[src/hdl/gopd_pkg.sv]
// Shared types and constants for the glyph outline point decoder.
`default_nettype none
package gopd_pkg;

  localparam int PtsW   = 6;   // point count width
  localparam int IdxW   = 5;   // point index width
  localparam int CoordW = 17;  // emitted coordinate width
  localparam int FlagW  = 5;   // packed flag: on, xshort, yshort, xinfo, yinfo
  localparam int SumW   = 16;  // running coordinate width

  // Raw flag byte bit that announces a repeat-count byte
  localparam int FlagRepeatBit = 3;

  // Packed flag bit positions
  localparam int PkOn     = 0;
  localparam int PkXShort = 1;
  localparam int PkYShort = 2;
  localparam int PkXInfo  = 3;
  localparam int PkYInfo  = 4;

  typedef enum logic {
    ITEM_BYTE  = 1'b0,
    ITEM_START = 1'b1
  } item_kind_e;

  // Request passed from front to back
  typedef struct packed {
    item_kind_e  kind;
    logic [7:0]  data;
  } q_item_t;

  // Per-glyph constants held by the front
  typedef struct packed {
    logic [PtsW-1:0]        pts;
    logic signed [SumW-1:0] x_org;
    logic signed [SumW-1:0] y_org;
  } glyph_info_t;

endpackage
`default_nettype wire

[src/hdl/gopd_if.sv]
// Valid/ready channel interfaces for byte input and coordinate output.
`default_nettype none
interface gopd_in_if import gopd_pkg::*; ();
  logic                   valid;
  logic                   ready;
  logic [7:0]             data_byte;
  logic                   glyph_start;
  logic [PtsW-1:0]        point_total;
  logic signed [SumW-1:0] box_x_min;
  logic signed [SumW-1:0] box_y_min;

  modport source (output valid, data_byte, glyph_start, point_total, box_x_min, box_y_min,
                  input ready);
  modport sink   (input valid, data_byte, glyph_start, point_total, box_x_min, box_y_min,
                  output ready);
endinterface

interface gopd_out_if import gopd_pkg::*; ();
  logic                     valid;
  logic                     ready;
  logic                     axis;
  logic [IdxW-1:0]          point_index;
  logic signed [CoordW-1:0] coordinate;
  logic                     on_curve;
  logic                     last;

  modport source (output valid, axis, point_index, coordinate, on_curve, last,
                  input ready);
  modport sink   (input valid, axis, point_index, coordinate, on_curve, last,
                  output ready);
endinterface
`default_nettype wire

[src/hdl/gopd_front.sv]
// Front end: accepts bytes, expands flags into the flag store, forwards coordinate bytes.
`default_nettype none
module gopd_front import gopd_pkg::*; #(
  parameter  int MaxPoints = 32,
  localparam int AddrW     = (MaxPoints > 1) ? $clog2(MaxPoints) : 1
) (
  input  wire logic             clk_i,
  input  wire logic             rst_ni,
  gopd_in_if.sink               in_i,
  output q_item_t               push_item_o,
  output logic                  push_valid_o,
  input  wire logic             q_full_i,
  input  wire logic             q_empty_i,
  input  wire logic             back_busy_i,
  input  wire logic [AddrW-1:0] rd_idx_i,
  output logic [FlagW-1:0]      rd_flag_o,
  output glyph_info_t           info_o
);

  typedef enum logic [1:0] {
    PH_IDLE,
    PH_FLAG,
    PH_REPEAT,
    PH_COORD
  } phase_e;

  phase_e          phase_q, phase_d, phase_eff;
  logic [PtsW-1:0] cnt_q, cnt_d, cnt_base, pts_eff, pt_sat, new_cnt;
  logic [7:0]      last_q, last_d, pf;
  glyph_info_t     info_q, info_d;
  logic [FlagW-1:0] store_q [MaxPoints];
  logic            acc, gs, wr;
  logic [8:0]      n, sum;
  logic [FlagW-1:0] packed_flag;

  // A new glyph waits until the back end has used up the old one
  assign gs          = in_i.glyph_start;
  assign in_i.ready  = !q_full_i && (!gs || (q_empty_i && !back_busy_i));
  assign acc         = in_i.valid && in_i.ready;
  assign pt_sat      = (in_i.point_total > PtsW'(MaxPoints)) ? PtsW'(MaxPoints)
                                                               : in_i.point_total;
  assign phase_eff   = gs ? PH_FLAG : phase_q;
  assign cnt_base    = gs ? '0 : cnt_q;
  assign pts_eff     = gs ? pt_sat : info_q.pts;
  assign sum         = 9'(cnt_base) + n;
  assign new_cnt     = (sum >= 9'(pts_eff)) ? pts_eff : sum[PtsW-1:0];
  assign packed_flag = {pf[5], pf[4], pf[2:0]};

  assign rd_flag_o = store_q[rd_idx_i];
  assign info_o    = info_q;

  // Byte classification
  always_comb begin
    phase_d      = phase_q;
    cnt_d        = cnt_q;
    last_d       = last_q;
    info_d       = info_q;
    wr           = 1'b0;
    n            = 9'd1;
    pf           = in_i.data_byte;
    push_valid_o = 1'b0;
    push_item_o  = '{kind: ITEM_BYTE, data: in_i.data_byte};
    if (acc) begin
      if (gs) begin
        info_d = '{pts: pt_sat, x_org: in_i.box_x_min, y_org: in_i.box_y_min};
        cnt_d  = '0;
        last_d = '0;
      end
      if (gs && pt_sat == '0) begin
        phase_d = PH_IDLE;
      end else begin
        unique case (phase_eff)
          PH_FLAG: begin
            if (in_i.data_byte[FlagRepeatBit]) begin
              last_d  = in_i.data_byte;
              phase_d = PH_REPEAT;
            end else begin
              wr = 1'b1;
            end
          end
          PH_REPEAT: begin
            wr = 1'b1;
            n  = 9'd1 + 9'(in_i.data_byte);
            pf = last_q;
          end
          PH_COORD: begin
            push_valid_o = 1'b1;
          end
          PH_IDLE: begin
          end
          default: phase_d = PH_IDLE;
        endcase
        if (wr) begin
          cnt_d = new_cnt;
          if (new_cnt >= pts_eff) begin
            push_valid_o = 1'b1;
            push_item_o  = '{kind: ITEM_START, data: in_i.data_byte};
            phase_d      = PH_COORD;
          end else begin
            phase_d = PH_FLAG;
          end
        end
      end
    end
  end

  // Control state
  always_ff @(posedge clk_i or negedge rst_ni) begin
    if (!rst_ni) begin
      phase_q <= PH_IDLE;
      cnt_q   <= '0;
      last_q  <= '0;
      info_q  <= '0;
    end else begin
      phase_q <= phase_d;
      cnt_q   <= cnt_d;
      last_q  <= last_d;
      info_q  <= info_d;
    end
  end

  // Flag store: a repeat run fills a range of entries at once
  always_ff @(posedge clk_i) begin
    for (int k = 0; k < MaxPoints; k++) begin
      if (acc && wr && PtsW'(k) >= cnt_base && PtsW'(k) < new_cnt) begin
        store_q[k] <= packed_flag;
      end
    end
  end

endmodule
`default_nettype wire

[src/hdl/gopd_queue.sv]
// Two-entry queue between front and back.
`default_nettype none
module gopd_queue import gopd_pkg::*; (
  input  wire logic    clk_i,
  input  wire logic    rst_ni,
  input  wire logic    push_i,
  input  q_item_t      push_item_i,
  input  wire logic    pop_i,
  output q_item_t      head_o,
  output logic         valid_o,
  output logic         full_o,
  output logic         empty_o
);

  q_item_t    mem_q [2];
  logic       wp_q, rp_q;
  logic [1:0] cnt_q;

  assign head_o  = mem_q[rp_q];
  assign empty_o = (cnt_q == 2'd0);
  assign full_o  = (cnt_q == 2'd2);
  assign valid_o = !empty_o;

  // Pointers and fill count
  always_ff @(posedge clk_i or negedge rst_ni) begin
    if (!rst_ni) begin
      wp_q  <= 1'b0;
      rp_q  <= 1'b0;
      cnt_q <= '0;
    end else begin
      if (push_i) wp_q <= !wp_q;
      if (pop_i)  rp_q <= !rp_q;
      cnt_q <= cnt_q + 2'(push_i) - 2'(pop_i);
    end
  end

  // Entries
  always_ff @(posedge clk_i) begin
    if (push_i) mem_q[wp_q] <= push_item_i;
  end

endmodule
`default_nettype wire

[src/hdl/gopd_back.sv]
// Back end: decodes coordinate deltas and emits coordinates, holding while the output slot is full.
`default_nettype none
module gopd_back import gopd_pkg::*; #(
  parameter  int MaxPoints = 32,
  localparam int AddrW     = (MaxPoints > 1) ? $clog2(MaxPoints) : 1
) (
  input  wire logic         clk_i,
  input  wire logic         rst_ni,
  input  q_item_t           item_i,
  input  wire logic         item_valid_i,
  output logic              pop_o,
  output logic              busy_o,
  output logic [AddrW-1:0]  rd_idx_o,
  input  wire logic [FlagW-1:0] flag_i,
  input  glyph_info_t       info_i,
  gopd_out_if.source        out_o
);

  typedef enum logic [1:0] {
    ST_IDLE,
    ST_WAIT,
    ST_DRAIN
  } state_e;

  state_e              state_q, state_d;
  logic                axis_q, axis_d;
  logic [PtsW-1:0]     cur_q, cur_d;
  logic [SumW-1:0]     run_q, run_d, run_e;
  logic                pv_q, pv_d;
  logic [7:0]          ph_q, ph_d;
  logic                ov_q, slot_free, emit, dlt_short, is_info, at_end;
  logic                o_axis_q, o_on_q, o_last_q;
  logic [IdxW-1:0]     o_idx_q;
  logic signed [CoordW-1:0] o_coord_q, coord;
  logic signed [SumW-1:0]   org;

  assign rd_idx_o  = cur_q[AddrW-1:0];
  assign busy_o    = (state_q == ST_DRAIN);
  assign slot_free = !ov_q || out_o.ready;
  assign pop_o     = item_valid_i && slot_free && (state_q != ST_DRAIN);
  assign dlt_short = axis_q ? flag_i[PkYShort] : flag_i[PkXShort];
  assign is_info   = axis_q ? flag_i[PkYInfo]  : flag_i[PkXInfo];
  assign at_end    = (7'(cur_q) + 7'd1) >= 7'(info_i.pts);
  assign org       = axis_q ? info_i.y_org : info_i.x_org;
  assign coord     = CoordW'(signed'(run_e)) - CoordW'(org);

  // Delta decode and point advance
  always_comb begin
    state_d = state_q;
    axis_d  = axis_q;
    cur_d   = cur_q;
    run_d   = run_q;
    pv_d    = pv_q;
    ph_d    = ph_q;
    run_e   = run_q;
    emit    = 1'b0;
    if (pop_o) begin
      if (item_i.kind == ITEM_START) begin
        axis_d  = 1'b0;
        cur_d   = '0;
        run_d   = '0;
        pv_d    = 1'b0;
        state_d = ST_DRAIN;
      end else if (state_q == ST_WAIT) begin
        if (dlt_short) begin
          run_e = is_info ? run_q + SumW'(item_i.data) : run_q - SumW'(item_i.data);
          emit  = 1'b1;
        end else if (pv_q) begin
          run_e = run_q + {ph_q, item_i.data};
          pv_d  = 1'b0;
          emit  = 1'b1;
        end else begin
          pv_d = 1'b1;
          ph_d = item_i.data;
        end
      end
    end else if (state_q == ST_DRAIN) begin
      // Points that repeat the previous value take no byte
      if (!dlt_short && is_info) begin
        emit = slot_free;
      end else begin
        state_d = ST_WAIT;
      end
    end
    if (emit) begin
      run_d = run_e;
      if (at_end) begin
        if (!axis_q) begin
          axis_d  = 1'b1;
          cur_d   = '0;
          run_d   = '0;
          pv_d    = 1'b0;
          state_d = ST_DRAIN;
        end else begin
          state_d = ST_IDLE;
        end
      end else begin
        cur_d   = cur_q + 1'b1;
        state_d = ST_DRAIN;
      end
    end
  end

  // State and output register
  always_ff @(posedge clk_i or negedge rst_ni) begin
    if (!rst_ni) begin
      state_q   <= ST_IDLE;
      axis_q    <= 1'b0;
      cur_q     <= '0;
      run_q     <= '0;
      pv_q      <= 1'b0;
      ph_q      <= '0;
      ov_q      <= 1'b0;
      o_axis_q  <= 1'b0;
      o_idx_q   <= '0;
      o_coord_q <= '0;
      o_on_q    <= 1'b0;
      o_last_q  <= 1'b0;
    end else begin
      state_q <= state_d;
      axis_q  <= axis_d;
      cur_q   <= cur_d;
      run_q   <= run_d;
      pv_q    <= pv_d;
      ph_q    <= ph_d;
      if (emit) begin
        ov_q      <= 1'b1;
        o_axis_q  <= axis_q;
        o_idx_q   <= cur_q[IdxW-1:0];
        o_coord_q <= coord;
        o_on_q    <= flag_i[PkOn];
        o_last_q  <= axis_q && at_end;
      end else if (out_o.ready) begin
        ov_q <= 1'b0;
      end
    end
  end

  assign out_o.valid       = ov_q;
  assign out_o.axis        = o_axis_q;
  assign out_o.point_index = o_idx_q;
  assign out_o.coordinate  = o_coord_q;
  assign out_o.on_curve    = o_on_q;
  assign out_o.last        = o_last_q;

endmodule
`default_nettype wire

[src/hdl/glyph_outline_point_decoder.sv]
// Path: an accepted coordinate byte passes through the queue and then the output register.
// Throughput: flag bytes one per cycle; after a byte that completes a coordinate the back
// end drains before taking the next byte; byte-less points emit one per cycle while the output slot is free.
// A new glyph start waits until the queue is empty and the back end has drained.
// Reset (rst_ni low, asynchronous) returns both ends to idle; flag store is not cleared.
`default_nettype none
module glyph_outline_point_decoder import gopd_pkg::*; #(
  parameter int MaxPoints = 32
) (
  input  wire logic clk_i,
  input  wire logic rst_ni,
  gopd_in_if.sink   in_i,
  gopd_out_if.source out_o
);

  localparam int AddrW = (MaxPoints > 1) ? $clog2(MaxPoints) : 1;

  q_item_t          push_item, head;
  logic             push_valid, q_full, q_empty, q_valid, pop, back_busy;
  logic [AddrW-1:0] rd_idx;
  logic [FlagW-1:0] rd_flag;
  glyph_info_t      info;

  gopd_front #(.MaxPoints(MaxPoints)) u_front (
    .clk_i, .rst_ni, .in_i,
    .push_item_o (push_item),
    .push_valid_o(push_valid),
    .q_full_i    (q_full),
    .q_empty_i   (q_empty),
    .back_busy_i (back_busy),
    .rd_idx_i    (rd_idx),
    .rd_flag_o   (rd_flag),
    .info_o      (info)
  );

  gopd_queue u_queue (
    .clk_i, .rst_ni,
    .push_i     (push_valid),
    .push_item_i(push_item),
    .pop_i      (pop),
    .head_o     (head),
    .valid_o    (q_valid),
    .full_o     (q_full),
    .empty_o    (q_empty)
  );

  gopd_back #(.MaxPoints(MaxPoints)) u_back (
    .clk_i, .rst_ni,
    .item_i      (head),
    .item_valid_i(q_valid),
    .pop_o       (pop),
    .busy_o      (back_busy),
    .rd_idx_o    (rd_idx),
    .flag_i      (rd_flag),
    .info_i      (info),
    .out_o
  );

endmodule
`default_nettype wire
[src/flat_wrapper.sv]
// flat-port wrapper written by rule: the top's interface ports become plain ports
module glyph_outline_point_decoder_flat import gopd_pkg::*;
#(
  parameter int MaxPoints = 32
)
  (clk_i, rst_ni, in_i_valid, in_i_data_byte, in_i_glyph_start, in_i_point_total, in_i_box_x_min, in_i_box_y_min, in_i_ready, out_o_valid, out_o_axis, out_o_point_index, out_o_coordinate, out_o_on_curve, out_o_last, out_o_ready);
  gopd_in_if in_i_i ();
  gopd_out_if out_o_i ();
  input  wire logic clk_i;
  input  wire logic rst_ni;
  input wire logic [$bits(in_i_i.valid)-1:0] in_i_valid;
  input wire logic [$bits(in_i_i.data_byte)-1:0] in_i_data_byte;
  input wire logic [$bits(in_i_i.glyph_start)-1:0] in_i_glyph_start;
  input wire logic [$bits(in_i_i.point_total)-1:0] in_i_point_total;
  input wire logic [$bits(in_i_i.box_x_min)-1:0] in_i_box_x_min;
  input wire logic [$bits(in_i_i.box_y_min)-1:0] in_i_box_y_min;
  output wire logic [$bits(in_i_i.ready)-1:0] in_i_ready;
  output wire logic [$bits(out_o_i.valid)-1:0] out_o_valid;
  output wire logic [$bits(out_o_i.axis)-1:0] out_o_axis;
  output wire logic [$bits(out_o_i.point_index)-1:0] out_o_point_index;
  output wire logic [$bits(out_o_i.coordinate)-1:0] out_o_coordinate;
  output wire logic [$bits(out_o_i.on_curve)-1:0] out_o_on_curve;
  output wire logic [$bits(out_o_i.last)-1:0] out_o_last;
  input wire logic [$bits(out_o_i.ready)-1:0] out_o_ready;
  assign in_i_i.valid = in_i_valid;
  assign in_i_i.data_byte = in_i_data_byte;
  assign in_i_i.glyph_start = in_i_glyph_start;
  assign in_i_i.point_total = in_i_point_total;
  assign in_i_i.box_x_min = in_i_box_x_min;
  assign in_i_i.box_y_min = in_i_box_y_min;
  assign in_i_ready = in_i_i.ready;
  assign out_o_valid = out_o_i.valid;
  assign out_o_axis = out_o_i.axis;
  assign out_o_point_index = out_o_i.point_index;
  assign out_o_coordinate = out_o_i.coordinate;
  assign out_o_on_curve = out_o_i.on_curve;
  assign out_o_last = out_o_i.last;
  assign out_o_i.ready = out_o_ready;
  glyph_outline_point_decoder #(.MaxPoints(MaxPoints)) u_core (.clk_i(clk_i), .rst_ni(rst_ni), .in_i(in_i_i), .out_o(out_o_i));
endmodule
[config.mk]
export PLATFORM = sky130hd
export DESIGN_NAME = glyph_outline_point_decoder_flat
export DESIGN_NICKNAME = d
export VERILOG_FILES = /design/src/hdl/gopd_pkg.sv /design/src/hdl/gopd_if.sv /design/src/hdl/gopd_front.sv /design/src/hdl/gopd_queue.sv /design/src/hdl/gopd_back.sv /design/src/hdl/glyph_outline_point_decoder.sv /design/src/flat_wrapper.sv
export SDC_FILE = /design/constraint.sdc
export NUM_CORES = 1
export LEC_CHECK = 0
export ABC_AREA = 1
export BUFFER_PORTS_ARGS = -buffer_cell sky130_fd_sc_hd__buf_2
export CAP_MARGIN = 5
export CORE_UTILIZATION = 40
export CTS_BUF_LIST = sky130_fd_sc_hd__clkbuf_2
export CTS_CLUSTER_DIAMETER = 150
export DETAILED_ROUTE_END_ITERATION = 8
export GPL_TIMING_DRIVEN = 0
export HOLD_SLACK_MARGIN = 0.06
export SYNTH_ARGS = -nofsm -noshare
export SYNTH_HDL_FRONTEND = slang
export SYNTH_HIERARCHICAL = 1
export SYNTH_SLANG_ARGS = --single-unit
export TNS_END_PERCENT = 10
[constraint.sdc]
create_clock -name clk_i -period 11.3 [get_ports clk_i]
set_clock_uncertainty 0.05 [all_clocks]
set_input_delay 1.13 -clock clk_i [delete_from_list [all_inputs] [get_ports clk_i]]
set_output_delay 1.13 -clock clk_i [all_outputs]
set_load 0.02 [all_outputs]
==> impl_metrics.yaml, run 1 <==
global_routing:
  use_met3: 0.0451
  grt_pass1_wl_mm: 82.3
  gr-usage-met1: 0.326
  use_met2: 0.394
  grt_most_used_layer: "met2"
  overflow: 0
  grt_pass1_vias: 14800
  grt_max_degree: 69
  antenna_found_initial: 1
  grt.total_usage: 0.245
yosys:
  synth_fp_nets: 2237
  yosysUniqueCellTypes: 57
  synth_ff_type: "edfxtp_1"
  async_reset_ff_frac: 0.392
  synth_area_um2: 17400
  synth_area_per_cell_um2: 8.27
  synth-edff-count: 178
  synth-seq-cells: 293
  syn_inst: 2099
  yosysSeqAreaShare: 0.474
  yosys_warnings: 6
critical_path:
  crit_family: "compound AO/OA/AOI/OAI gates"
  required_ns: 12.05
  endpoint_kind: "register"
  worst-endpoint-arrival_ns: 7.74
  critPathKind: "reg -> reg"
  worst_path_most_repeated_cell: "nand3_1"
  crit_slowest_cell: "dfrtp_1"
  critPathMaxFanout: 10
  worst-path-buf-inv: 7
  slowest_delay_ns: 0.57
  critPathLaunchType: "register"
cells_and_area:
  fill_cells: 4274
  layout_common_cells: "nand2_1, inv_1, nor2_1"
  final_common_cell: "nand2_1"
  final_util: 0.457
  fin_area_um2: 19400
  drive_above_1_share: 0.134
  nNetsFinal: 2401
  area_delta_synth_final_pct: 11.6
placement:
  placed_area_um2: 18600
  dpl_worst_slack_ns: 3.51
  gp_congestion: 0.947
  io_buffers: 76
  dp_hpwl_mm: 40.1
floorplan:
  num_rows: 75
  die_area_um2: 44200
  die_y_um: 210
  initial_core_util: 0.409
  core_um2: 42400
  pin_count: 78
  die_w_um: 210
sta:
  setup_viol_count_final: 0
  holdWs_ns: 0.344
  setup_slack_ns: 4.30
  max_freq_mhz: 143
  tightest_slew_ns: 0.992
  period_needed_ns: 7.00
  hold_viol: 0
  slew_violations: 0
  period_share: 0.619
  rsz0062_at_grt: "false"
  slew_headroom: 0.332
  setup_tns_ns: 0
cts:
  path_clk_slew_ns: 0.11
  hold_buffers: 1
  cts_root_buf: "clkbuf_2"
  insertion_delay_ns: 1.02
  cts_made_buffers: 79
  cts_tree: "built"
  cts_resized: 0
  post_cts_buffers: 0
  htreeDepth: 3
  clock-sinks: 293
  clockBufferDepth: 3
detailed_routing:
  drtIter0Drc: 1441
  totalWireLength_mm: 53.2
  drtAntennaViolNets: 0
  firstDrtPassIters: 6
  vias: 15200
  vias_per_cell: 5.25
  wl_per_cell_um: 18.3
  drc: 0
min_path:
  hold_class: "in -> reg"
power_and_ir_drop:
  p_per_area_nw_per_um2: 275
  total_leakage_power_nw: 9.16
  vdd_drop_max_mv: 0.111
run:
  cap_violations: 0
status:
  status: "completed"
-- worst register-to-register path: cells and delay by family, from the launching register on --
kind | cells | cell delay (ns)
fa+ha+maj | 2 | 0.79
flops | 1 | 0.57
compound gates | 8 | 1.92
simple gates | 13 | 1.64
buf+inv | 7 | 1.85
-- cell families after synthesis --
kind of cell,after synthesis,synth area share
multiplexers,16,0.00930
XOR/XNOR,29,0.0146
adder cells (fa/ha/maj),87,0.0644
buffers and inverters,325,0.0772
AO/OA/AOI/OAI,374,0.125
flip-flops,293,0.474
AND/OR/NAND/NOR,975,0.236
-- through the flow --
| stage | instances | power (mW) |
|---|---|---|
| final | 2904 | 5.32 |
| after floorplan | 2099 | 3.64 |
| after global placement | 2752 | 4.50 |
| after detailed placement | 2758 | 4.54 |
| after global routing | 2904 | 5.78 |
| after CTS | 2903 | 5.31 |
-- metal layers --
layer | up-vias | wire length [um]
met2 | 575 | 24500
met1 | 7143 | 23400
met3 | 102 | 3640
li1 | 7412 | -
met4 | 0 | 1580
met5 | - | 0
-- registers in the layout (all words and copies together), names as in the netlist, 6 cells and up --
name	count
u_core/u_front/info_o	38
u_core/u_front/store_q	160
u_core/u_queue/mem_q	18
u_core/u_back/run_q	16
u_core/u_back/cur_q	6
u_core/u_back/out_o.coordinate	17
u_core/u_back/ph_q	8
u_core/u_front/cnt_q	6
-- cells in the mapped netlist, types with 5 or more instances --
cell type,count,area [um2]
nand2_2,18,113
xor2_1,17,149
o221ai_1,28,245
edfxtp_1,178,5350
buf_4,17,128
clkbuf_1,46,173
o21ai_0,178,891
nor2_2,5,31.3
nand2_1,561,2110
inv_2,12,45.0
nand4_1,25,156
nor3_1,10,50.1
nor2_1,212,796
mux2i_1,15,150
o21ai_1,16,80.1
dfrtp_1,115,2880
ha_1,83,1040
o22ai_1,29,181
a21oi_1,72,360
nand2_4,5,56.3
inv_1,235,882
buf_2,5,25.0
a31oi_1,20,125
nand3_1,116,581
xnor2_1,12,105
-- report_power, final --
part / internal, mW / switching, mW
clock: 0.292 / 0.457
sequential: 1.36 / 0.143
combinational: 0.971 / 2.10
-- layout make-up --
type / instances / area, um2 / area share
buffer: 74 / 394 / 0.0203
multi-input combinational: 1481 / 7830 / 0.404
tap: 577 / 722 / 0.0373
timing repair buffer: 83 / 529 / 0.0273
clock buffer: 121 / 606 / 0.0313
antenna: 1 / 2.50 / 0.000129
clock inverter: 23 / 121 / 0.00627
sequential: 293 / 8220 / 0.425
inverter: 251 / 947 / 0.0489
-- worst paths after layout --
path | from | endpoint | cells past startpoint | slack, ns
worst max-delay path | u_core/u_back/cur_q[0]$_DFF_PN0_ | u_core/u_back/out_o.coordinate[13]$_DFFE_PN0P_ | 30 | 4.30
worst min-delay path | in_i_box_y_min[15] | u_core/u_front/info_o[15]$_DFFE_PN0P_ | 3 | 0.34
worst max register to register | u_core/u_back/cur_q[0]$_DFF_PN0_ | u_core/u_back/out_o.coordinate[13]$_DFFE_PN0P_ | 30 | 4.30
worst min register to register | u_core/u_back/out_o.coordinate[1]$_DFFE_PN0P_ | u_core/u_back/out_o.coordinate[1]$_DFFE_PN0P_ | 2 | 0.43
max in group asynchronous | rst_ni | u_core/u_front/last_q[0]$_DFFE_PN0P_ | 3 | 9.83
min in group asynchronous | rst_ni | u_core/u_back/out_o.coordinate[8]$_DFFE_PN0P_ | 2 | 0.63
(Power assumes the default switching activity.)
==> inputs of run 2 (changes only) <==
Clock period 11.3 ns to 6.6 ns, I/O delays scaled along.
==> impl_metrics.yaml, run 2 (synthesis gave the netlist of run 1 again) <==
status:
  status: "completed"
sta:
  period_needed_ns: 6.37
  setup_viol_count_final: 0
  setup_slack_ns: 0.235
  holdWs_ns: 0.227
  slew_violations: 0
  slew_headroom: 0.321
  rsz0062_at_grt: "false"
  period_share: 0.964
  tightest_slew_ns: 1.01
  hold_viol: 0
  max_freq_mhz: 157
global_routing:
  grt_pass1_wl_mm: 83.4
  antenna_found_initial: 1
  grt_max_degree: 69
  grt_pass1_vias: 15100
  overflow: 0
  grt.total_usage: 0.248
cts:
  htreeDepth: 3
  cts_made_buffers: 79
  cts_tree: "built"
  path_clk_slew_ns: 0.11
  post_cts_buffers: 0
  cts_root_buf: "clkbuf_2"
  insertion_delay_ns: 1.02
  clock-sinks: 293
  clockBufferDepth: 3
floorplan:
  die_y_um: 210
  initial_core_util: 0.409
  die_w_um: 210
  die_area_um2: 44200
  pin_count: 78
  core_um2: 42400
  num_rows: 75
run:
  cap_violations: 0
cells_and_area:
  area_delta_synth_final_pct: 14.8
  fill_cells: 4214
  final_common_cell: "nand2_1"
  largest_reg_flops: 160
  max_flop_register: "u_core/u_front/store_q"
  layout_common_cells: "nand2_1, inv_1, nor2_1"
  nNetsFinal: 2454
  fin_area_um2: 19900
  fin_cells: 2957
  drive_above_1_share: 0.136
placement:
  place_inst: 2758
  dpl_worst_slack_ns: -0.716
  io_buffers: 76
  dp_hpwl_mm: 40.1
  gp_congestion: 0.947
  placed_area_um2: 18600
critical_path:
  endpoint_kind: "register"
  worst-path-buf-inv: 5
  critPathLaunchType: "register"
  worst_path_most_repeated_cell: "nand3_1"
  worst-endpoint-arrival_ns: 7.12
  crit_slowest_cell: "dfrtp_1"
  critPathMaxFanout: 10
  slowest_delay_ns: 0.59
  required_ns: 7.35
  critPathKind: "reg -> reg"
  crit_family: "compound AO/OA/AOI/OAI gates"
detailed_routing:
  vias_per_cell: 5.21
  firstDrtPassIters: 6
  totalWireLength_mm: 53.9
  drtAntennaViolNets: 0
  drc: 0
  met2WireLength_mm: 25.1
  wl_met1_mm: 23.6
  wl_per_cell_um: 18.2
  drtIter0Drc: 1383
  top_layer: "met4"
  vias: 15400
  wl_met3_mm: 3.72
power_and_ir_drop:
  p_int_mw: 4.52
  p_sw_mw: 4.63
  seq_power_share: 0.282
  clkPwrFrac: 0.140
  p_comb_frac: 0.578
  p_per_area_nw_per_um2: 459
  total_leakage_power_nw: 9.41
  vdd_drop_max_mv: 0.184
  switching_share: 0.506
min_path:
  hold_class: "in -> reg"
## run 2: cell count changes in the layout (fill, tap and decap cells not counted), moves of 2 or more
cell | before | now
clkbuf_2 | 121 | 133
o21ai_0 | 173 | 171
clkbuf_1 | 46 | 33
a21boi_0 | 4 | 2
o21ai_1 | 16 | 18
dlygate4sd3_1 | 1 | 55
a21boi_1 | 0 | 2
## run 2: worst paths after layout
check	startpoint	endpoint	slack [ns]	cells past startpoint
worst max register to register	u_core/u_back/cur_q[0]$_DFF_PN0_	u_core/u_back/out_o.coordinate[13]$_DFFE_PN0P_	0.23	28
min in group asynchronous	rst_ni	u_core/u_back/run_q[13]$_DFFE_PN0P_	0.68	3
worst min-delay path	in_i_valid	u_core/u_front/phase_q[1]$_DFFE_PN0P_	0.23	6
worst min register to register	u_core/u_front/phase_q[0]$_DFFE_PN0P_	u_core/u_front/phase_q[0]$_DFFE_PN0P_	0.43	2
max in group asynchronous	rst_ni	u_core/u_back/out_o.coordinate[9]$_DFFE_PN0P_	4.90	4
worst max-delay path	u_core/u_back/cur_q[0]$_DFF_PN0_	u_core/u_back/out_o.coordinate[13]$_DFFE_PN0P_	0.23	28
## run 2: cell type report
cell class,instances,area (um2),share of cell area
clock buffer,121,606,0.0304
timing repair buffer,137,1070,0.0537
tap,577,722,0.0362
multi-input combinational,1481,7830,0.393
buffer,73,405,0.0203
inverter,251,947,0.0475
clock inverter,23,121,0.00609
antenna,1,2.50,0.000126
sequential,293,8220,0.413
## run 2: timing repair
action / 4_1_cts / 5_1_grt
gates resized for setup: 5 / 21
hold buffers: 55 / 0
hold endpoints to repair: 176 / 0
endpoints found under the setup margin: 17 / 32
## run 2: power groups by stage
stage                     combinational [mW]  sequential [mW]  clock (mW)
final                                   5.29             2.58        1.29
after global routing                    5.89             2.61        1.43
after CTS                               5.22             2.57        1.33
after detailed placement                5.17             2.61           0
after global placement                  5.09             2.60           0
after floorplan                         3.63             2.60           0
## run 2: through the flow
stage                util  total power, mW  TNS [ns]
floorplan               -             6.23         0
global placement    0.435             7.70     -5.55
detailed placement  0.439             7.78     -9.89
CTS                 0.470             9.12         0
global route        0.470             9.94         0
finish              0.470             9.15         0
## run 2: tightest hold or removal path, stage by stage
cell	delay (ns)
buf_2	0.10
inv_1	0.05
nor2_2	0.07
buf_4	0.18
nand2_1	0.11
o21ai_0	0.09
## run 2: routing by layer
metal  GRT usage  up-vias
met2       0.403      585
li1            -     7513
met5           0        -
met4      0.0972        0
met3      0.0465      104
met1       0.327     7205
